$ cat config.mk
export PLATFORM = sky130hd
export DESIGN_NAME = timer_alarm_queue_unit
export DESIGN_NICKNAME = d
export VERILOG_FILES = /design/src/design/tmq_pkg.sv /design/src/design/timer_alarm_queue_unit.sv /design/src/design/tmq_ctrl.sv /design/src/design/tmq_datapath.sv
export SDC_FILE = /design/constraint.sdc
export NUM_CORES = 1
export LEC_CHECK = 0
export BUFFER_PORTS_ARGS = -buffer_cell sky130_fd_sc_hd__buf_2
export CAP_MARGIN = 20
export CORE_MARGIN = 8
export CORE_UTILIZATION = 45
export CTS_CLUSTER_SIZE = 14
export DETAILED_ROUTE_END_ITERATION = 10
export RECOVER_POWER = 50
export SLEW_MARGIN = 10
export SYNTH_ARGS = -nofsm -noshare
export SYNTH_HDL_FRONTEND = slang
export SYNTH_SLANG_ARGS = --single-unit
$ cat constraint.sdc
create_clock -name clk -period 9.6 [get_ports clk]
set_clock_uncertainty 0.1 [all_clocks]
set_input_delay 1.92 -clock clk [delete_from_list [all_inputs] [get_ports clk]]
set_output_delay 1.92 -clock clk [all_outputs]
set_load 0.1 [all_outputs]
$ cat src/design/tmq_pkg.sv
// Package for the timer alarm queue: queue sizing, command and result codes,
// request and result structs, and the controller/datapath control structs.
// Depends on nothing; every other file of the block imports it.
package tmq_pkg;

  // Queue sizing.
  localparam int QUEUE_DEPTH = 16;
  localparam int IDX_W       = $clog2(QUEUE_DEPTH);
  localparam int CNT_W       = $clog2(QUEUE_DEPTH + 1);

  // Command codes of an input request.
  localparam logic [1:0] CMD_TICK = 2'd0;
  localparam logic [1:0] CMD_PUSH = 2'd1;
  localparam logic [1:0] CMD_STOP = 2'd2;

  // Result kind codes.
  localparam logic [2:0] KIND_ACCEPT = 3'd0;
  localparam logic [2:0] KIND_FULL   = 3'd1;
  localparam logic [2:0] KIND_FIRED  = 3'd2;
  localparam logic [2:0] KIND_IDLE   = 3'd3;
  localparam logic [2:0] KIND_STOP   = 3'd4;

  // One input request.
  typedef struct packed {
    logic [1:0]  cmd;
    logic [15:0] delay;
    logic [7:0]  callback_tag;
  } in_item_t;

  // One result.
  typedef struct packed {
    logic [2:0] kind;
    logic [7:0] fired_tag;
    logic [4:0] pending_count;
    logic       last_of_run;
  } out_item_t;

  // Commands from the controller to the datapath.
  typedef struct packed {
    logic latch;     // capture the accepted request
    logic dispatch;  // execute push, stop or the time advance of a tick
    logic scan_step; // examine one stored alarm
    logic remove;    // pop the best due alarm, forward any held result
    logic finish;    // send the final result of the request
  } tmq_cmd_t;

  // Status from the datapath to the controller.
  typedef struct packed {
    logic [1:0] item_cmd;
    logic       scan_end;
    logic       found;
    logic       pend_valid;
    logic       out_free;
  } tmq_stat_t;

endpackage

$ cat src/design/timer_alarm_queue_unit.sv
// Top level of the timer alarm queue: controller plus datapath.
// Depends on tmq_pkg, tmq_ctrl and tmq_datapath.
//
//   Channel   Direction  Handshake               Payload
//   in_       input      in_valid / in_ready     in_item_t  (cmd, delay, callback_tag)
//   out_      output     out_valid / out_ready   out_item_t (kind, fired_tag,
//                                                pending_count, last_of_run)
//
// A push or stop loads its result from the finish state that follows dispatch; an
// unused command is dropped after dispatch with no result. A tick dispatches,
// then runs one search over the stored alarms per fired alarm plus a final one,
// with a pop after each search that finds a due alarm, then loads its final result.
// Synchronous active-low reset empties the queue, clears time and the stop flag.
// A stalled output delays the next pop and the final result; a new request is
// taken once the previous one has loaded its final result, even while it waits.
module timer_alarm_queue_unit
  import tmq_pkg::*;
(
  input  logic      clk,
  input  logic      rst_n,
  input  logic      in_valid,
  output logic      in_ready,
  input  in_item_t  in_data,
  output logic      out_valid,
  input  logic      out_ready,
  output out_item_t out_data
);

  tmq_cmd_t  cmd;
  tmq_stat_t stat;

  // Sequencer.
  tmq_ctrl u_ctrl (
    .clk      (clk),
    .rst_n    (rst_n),
    .in_valid (in_valid),
    .in_ready (in_ready),
    .stat     (stat),
    .cmd      (cmd)
  );

  // Queue storage and search.
  tmq_datapath u_datapath (
    .clk       (clk),
    .rst_n     (rst_n),
    .in_data   (in_data),
    .cmd       (cmd),
    .stat      (stat),
    .out_valid (out_valid),
    .out_ready (out_ready),
    .out_data  (out_data)
  );

endmodule

$ cat src/design/tmq_ctrl.sv
// Controller state machine of the timer alarm queue.
// Sequences dispatch, scan, pop and result delivery; uses tmq_pkg.
module tmq_ctrl
  import tmq_pkg::*;
(
  input  logic      clk,
  input  logic      rst_n,
  input  logic      in_valid,
  output logic      in_ready,
  input  tmq_stat_t stat,
  output tmq_cmd_t  cmd
);

  localparam logic [2:0] ST_IDLE     = 3'd0;
  localparam logic [2:0] ST_DISPATCH = 3'd1;
  localparam logic [2:0] ST_SCAN     = 3'd2;
  localparam logic [2:0] ST_REMOVE   = 3'd3;
  localparam logic [2:0] ST_FINISH   = 3'd4;

  logic [2:0] state_r;
  logic [2:0] state_nxt;

  assign in_ready = (state_r == ST_IDLE);

  // Next state and datapath commands.
  always_comb begin
    state_nxt = state_r;
    cmd       = '0;
    case (state_r)
      ST_IDLE: begin
        if (in_valid) begin
          cmd.latch = 1'b1;
          state_nxt = ST_DISPATCH;
        end
      end
      ST_DISPATCH: begin
        cmd.dispatch = 1'b1;
        case (stat.item_cmd)
          CMD_TICK: state_nxt = ST_SCAN;
          CMD_PUSH: state_nxt = ST_FINISH;
          CMD_STOP: state_nxt = ST_FINISH;
          default:  state_nxt = ST_IDLE;
        endcase
      end
      ST_SCAN: begin
        if (!stat.scan_end) begin
          cmd.scan_step = 1'b1;
        end else if (stat.found) begin
          state_nxt = ST_REMOVE;
        end else begin
          state_nxt = ST_FINISH;
        end
      end
      ST_REMOVE: begin
        // A held fired result must leave before the next one replaces it.
        if (!stat.pend_valid || stat.out_free) begin
          cmd.remove = 1'b1;
          state_nxt  = ST_SCAN;
        end
      end
      ST_FINISH: begin
        if (stat.out_free) begin
          cmd.finish = 1'b1;
          state_nxt  = ST_IDLE;
        end
      end
      default: state_nxt = ST_IDLE;
    endcase
  end

  // State register.
  always_ff @(posedge clk) begin
    if (!rst_n) begin
      state_r <= ST_IDLE;
    end else begin
      state_r <= state_nxt;
    end
  end

endmodule

$ cat src/design/tmq_datapath.sv
// Datapath of the timer alarm queue: time counter, packed alarm slots,
// serial due-time search, held fired result and output register; uses tmq_pkg.
module tmq_datapath
  import tmq_pkg::*;
(
  input  logic      clk,
  input  logic      rst_n,
  input  in_item_t  in_data,
  input  tmq_cmd_t  cmd,
  output tmq_stat_t stat,
  output logic      out_valid,
  input  logic      out_ready,
  output out_item_t out_data
);

  // Captured request.
  in_item_t         item_r;

  // Queue state: alarms are packed in slots below used_r, in insertion order.
  logic [31:0]      time_r;
  logic             stopped_r;
  logic [CNT_W-1:0] used_r;
  logic [31:0]      due_r [QUEUE_DEPTH];
  logic [7:0]       tag_r [QUEUE_DEPTH];

  // Search state.
  logic [CNT_W-1:0] scan_r;
  logic             found_r;
  logic [IDX_W-1:0] best_r;
  logic [31:0]      best_d_r;

  // Result of the current request and the held fired result.
  logic [2:0]       res_kind_r;
  logic             pend_valid_r;
  logic [7:0]       pend_tag_r;
  logic [CNT_W-1:0] pend_count_r;

  // Output register.
  logic             out_valid_r;
  out_item_t        out_data_r;

  logic             full;
  logic             out_free;
  logic [IDX_W-1:0] scan_idx;
  logic [31:0]      due_dist;
  logic             is_due;
  logic             is_better;

  assign full     = (used_r >= CNT_W'(QUEUE_DEPTH));
  assign out_free = !out_valid_r || out_ready;
  assign scan_idx = scan_r[IDX_W-1:0];

  // Wrap-safe distance of the scanned alarm; due when it is zero or negative.
  assign due_dist  = due_r[scan_idx] - time_r;
  assign is_due    = due_dist[31] || (due_dist == 32'd0);
  assign is_better = !found_r || ($signed(due_dist) < $signed(best_d_r));

  assign stat.item_cmd   = item_r.cmd;
  assign stat.scan_end   = (scan_r >= used_r) || stopped_r;
  assign stat.found      = found_r;
  assign stat.pend_valid = pend_valid_r;
  assign stat.out_free   = out_free;

  assign out_valid = out_valid_r;
  assign out_data  = out_data_r;

  // Request capture.
  always_ff @(posedge clk) begin
    if (cmd.latch) begin
      item_r <= in_data;
    end
  end

  // Time counter, stop flag, fill count and result kind.
  always_ff @(posedge clk) begin
    if (!rst_n) begin
      time_r     <= 32'd0;
      stopped_r  <= 1'b0;
      used_r     <= '0;
      res_kind_r <= KIND_IDLE;
    end else if (cmd.dispatch) begin
      case (item_r.cmd)
        CMD_PUSH: begin
          if (full) begin
            res_kind_r <= KIND_FULL;
          end else begin
            used_r     <= used_r + CNT_W'(1);
            res_kind_r <= KIND_ACCEPT;
          end
        end
        CMD_STOP: begin
          stopped_r  <= 1'b1;
          res_kind_r <= KIND_STOP;
        end
        CMD_TICK: begin
          time_r     <= time_r + 32'd1;
          res_kind_r <= KIND_IDLE;
        end
        default: res_kind_r <= KIND_IDLE;
      endcase
    end else if (cmd.remove) begin
      used_r <= used_r - CNT_W'(1);
    end
  end

  // Alarm slots: a pop shifts the later slots down, a push writes at the end.
  for (genvar i = 0; i < QUEUE_DEPTH; i++) begin : g_slot
    always_ff @(posedge clk) begin
      if (cmd.remove && (IDX_W'(i) >= best_r)) begin
        if (i < QUEUE_DEPTH - 1) begin
          due_r[i] <= due_r[(i + 1) % QUEUE_DEPTH];
          tag_r[i] <= tag_r[(i + 1) % QUEUE_DEPTH];
        end
      end else if (cmd.dispatch && (item_r.cmd == CMD_PUSH) && !full &&
                   (IDX_W'(i) == used_r[IDX_W-1:0])) begin
        due_r[i] <= time_r + {16'd0, item_r.delay};
        tag_r[i] <= item_r.callback_tag;
      end
    end
  end

  // Serial search for the earliest due alarm, lowest slot on a tie.
  always_ff @(posedge clk) begin
    if (!rst_n) begin
      scan_r  <= '0;
      found_r <= 1'b0;
    end else if (cmd.dispatch || cmd.remove) begin
      scan_r  <= '0;
      found_r <= 1'b0;
    end else if (cmd.scan_step) begin
      scan_r <= scan_r + CNT_W'(1);
      if (is_due && is_better) begin
        found_r  <= 1'b1;
        best_r   <= scan_idx;
        best_d_r <= due_dist;
      end
    end
  end

  // Held fired result: its last flag is known only after the next search.
  always_ff @(posedge clk) begin
    if (!rst_n) begin
      pend_valid_r <= 1'b0;
    end else if (cmd.remove) begin
      pend_valid_r <= 1'b1;
      pend_tag_r   <= tag_r[best_r];
      pend_count_r <= used_r - CNT_W'(1);
    end else if (cmd.finish) begin
      pend_valid_r <= 1'b0;
    end
  end

  // Output register.
  always_ff @(posedge clk) begin
    if (!rst_n) begin
      out_valid_r <= 1'b0;
    end else begin
      if (out_ready) begin
        out_valid_r <= 1'b0;
      end
      if (cmd.remove && pend_valid_r) begin
        out_valid_r                <= 1'b1;
        out_data_r.kind            <= KIND_FIRED;
        out_data_r.fired_tag       <= pend_tag_r;
        out_data_r.pending_count   <= 5'(pend_count_r);
        out_data_r.last_of_run     <= 1'b0;
      end else if (cmd.finish) begin
        out_valid_r            <= 1'b1;
        out_data_r.last_of_run <= 1'b1;
        if (pend_valid_r) begin
          out_data_r.kind          <= KIND_FIRED;
          out_data_r.fired_tag     <= pend_tag_r;
          out_data_r.pending_count <= 5'(pend_count_r);
        end else begin
          out_data_r.kind          <= res_kind_r;
          out_data_r.fired_tag     <= 8'd0;
          out_data_r.pending_count <= 5'(used_r);
        end
      end
    end
  end

endmodule
==> flow_summary.json <==
{
  "hold_buffers": 0,
  "postSynthCellCount": 3193,
  "setup.worst_path.start_class": "register",
  "final_util_pct": 50.08,
  "path_cells": "buf_4 -> mux4_2 -> mux4_2 -> ha_1 -> nand3_1 -> nor2_1 -> nand3_1 -> o21a_1 -> o311ai_0 -> ha_1 -> a21oi_1 -> nor2b_1 -> o21ai_0 -> nand2b_1 -> a2111oi_0 -> a21oi_1 -> a2111oi_4 -> buf_6 -> buf_12",
  "chipHeight_um": 314.9,
  "gp_congestion": 0.9308,
  "grtUsageTotal_pct": 23.26,
  "grt_pass1_wl_um": 172600,
  "dp_slack_ns": 1.843,
  "post_cts_resize_count": 0,
  "vias": 26810,
  "grt_max_degree": 70,
  "yosys_warnings": 0,
  "grt-ovfl-total": 0,
  "detail_route.wl_per_cell_um": 26.39,
  "fp-row-count": 109,
  "synth_flop_cell": "edfxtp_1",
  "first_pass_iters": 5,
  "grt_pass1_vias": 26540,
  "post_cts_buffers": 0,
  "ys_seq_area_share_pct": 57.48,
  "period_share_pct": 78.35,
  "hpwl_um": 71070,
  "finalHoldViolCount": 0,
  "syn_avg_cell_area_um2": 12.59,
  "slowest_delay_ns": 0.69,
  "worst_slack_ns": 2.078,
  "setup_viol": 0,
  "p_per_area_nw_per_um2": 172.7,
  "p_leak_nw": 15.44,
  "die_area_um2": 99140,
  "synthesis.nets": 3318,
  "avgViaCountPerCell": 6.074,
  "yosys.area.top_type_share_pct": 54.69,
  "synth_largest_area_cell": "edfxtp_1",
  "antenna_left": 0,
  "worstPathMaxFanout": 33,
  "max-cap-violations": 36,
  "slew_viol_final": 1277,
  "worst_hold_startpoint": "u_datapath.stopped_r",
  "ir_drop_v": 0.0001363,
  "cp_slowest_cell": "a2111oi_4",
  "holdWs_ns": 0.3692,
  "tightestPinTransition_ns": 4.655,
  "synthTopCellsByArea": "edfxtp_1 55%, mux4_2 11%, o21ai_0 6.0%",
  "clockBufferDepth": 3,
  "cp.required_ns": 9.82,
  "first_iter_violations": 3080,
  "rsz0062_at_grt": "false",
  "status": "complete, but fails checks",
  "wl_um": 116500,
  "async_flop_share_pct": 0,
  "path_clk_slew_ns": 0.06,
  "htree_levels": 3,
  "start_util_pct": 45.41,
  "portBuffers": 48,
  "hold_path.class": "reg -> reg",
  "synth_enable_flop_cells": 732,
  "route.detailed.drc": 0,
  "dp.cells": 4245,
  "final_net_count": 3301,
  "violations": "max-capacitance violations, max-slew violations",
  "fin_setup_tns_ns": 0,
  "worstPathArrival_ns": 7.75,
  "syn_area_um2": 40190,
  "numCtsBuffers": 85,
  "syn2layout_area_growth_pct": 10.28,
  "slew_headroom_pct": -210.3,
  "antenna_found_initial": 2,
  "cts_sinks": 788,
  "core_area_um2": 88510,
  "clockRootBuffer": "clkbuf_16",
  "path_class": "reg -> reg",
  "crit_path_end_kind": "register",
  "io_pins": 49,
  "synth-seq-cells": 788,
  "clk_latency_ns": 0.65,
  "clock.fmax_mhz": 132.9,
  "tritoncts": "done",
  "instances_no_fill": 4413,
  "layout-drive-gt1-share_pct": 17.86,
  "synth.distinct_cells": 74,
  "die_x_um": 314.9,
  "period_minus_slack_ns": 7.522
}
stage by stage:
| stage | power (mW) | instance area (um^2) |
|---|---|---|
| 6_report | 7.655 | 44330 |
| 5_1_grt | 7.870 | 44320 |
| 4_1_cts | 7.705 | 44590 |
| 3_5_place_dp | 4.429 | 41800 |
| 3_3_place_gp | 4.416 | 41740 |
| 2_1_floorplan | 4.255 | 40190 |
placed cells by master (no fill, tap or decap), drive strengths merged, types with 37 or more instances in the layout:
master and count:
a21oi 73, clkbuf 171, dfxtp 56, o21ai 487, nor2 93, nand2 529
mux4 200, clkinv 37, buf 63, ha 93, xnor2 65, edfxtp 732
inv 135, mux2 167
area by class of cell:
type | count | area (um^2)
Antenna cell | 1 | 2.502
Clock buffer | 110 | 2346
Clock inverter | 48 | 444.2
Fill cell | 7577 | 44190
Inverter | 133 | 499.2
Multi-Input combinational cell | 2044 | 15770
Sequential cell | 788 | 23110
Tap cell | 1165 | 1458
Timing Repair Buffer | 124 | 696.9
state kept, by name, summed over array words and instances, names as in the netlist, named ones only:
register                 flops
u_datapath.used_r            5
u_datapath.scan_r            5
u_datapath.time_r           32
u_datapath.item_r           24
u_datapath.pend_valid_r      1
u_datapath.tag_r           128
u_datapath.best_r            4
u_datapath.out_valid         1
u_datapath.found_r           1
u_ctrl.state_r               3
u_datapath.stopped_r         1
u_datapath.pend_tag_r        8
u_datapath.best_d_r         32
u_datapath.pend_count_r      5
u_datapath.out_data         17
u_datapath.stat              2
u_datapath.due_r           512
u_datapath.res_kind_r        3
synthesized netlist by cell type (all sizes together) (16+ instances only):
cell type / count
o21ai: 487
edfxtp: 732
buf: 35
and2: 16
nand3: 34
xnor2: 65
ha: 93
nand2: 529
nor2: 93
inv: 133
a211oi: 16
mux4: 200
nor2b: 20
a21oi: 73
nand4: 16
dfxtp: 56
a21o: 26
mux2: 167
clkbuf: 193
nor3: 19
xor2: 19
worst max-delay path, delay by kind of cell, from the launching register on:
family / cells / cell delay, ns
AO/OA/AOI/OAI: 7 / 2.38
multiplexers: 2 / 1.11
buffers and inverters: 3 / 1.10
adder cells (fa/ha/maj): 2 / 0.98
AND/OR/NAND/NOR: 5 / 0.76
flip-flops: 1 / 0.68
per-layer routing:
metal	up-vias	share of wire (%)	routed length (um)	GRT usage, %
met5	-	0	0	0
met4	0	3.5	4048	7.994
met3	225	8.7	10100	4.145
met2	1167	49	56770	39.24
met1	13480	39	45540	30.29
li1	11930	-	-	-
power by group:
group	total (mW)	switching, mW	internal, mW	leakage, nW
registers	3.86	0.0495	3.81	7.07
clock network	3.29	1.38	1.92	1.38
logic	0.504	0.339	0.166	6.99
cell families after synthesis:
group	Yosys count	share of synthesized area [%]
multiplexers	371	15.99
AO/OA/AOI/OAI	696	9.787
flip-flops	788	57.48
XOR/XNOR	84	1.830
adder cells (fa/ha/maj)	95	2.995
buffers and inverters	361	3.390
AND/OR/NAND/NOR	798	8.533
worst paths after layout:
kind	end	slack, ns	cells past startpoint
min reg2reg	u_datapath.stopped_r	0.37	2
min	u_datapath.stopped_r	0.37	2
max reg2reg	u_datapath.best_d_r[23]	2.08	19
max	u_datapath.best_d_r[23]	2.08	19
No activity file was read; power rests on OpenSTA's default activity.
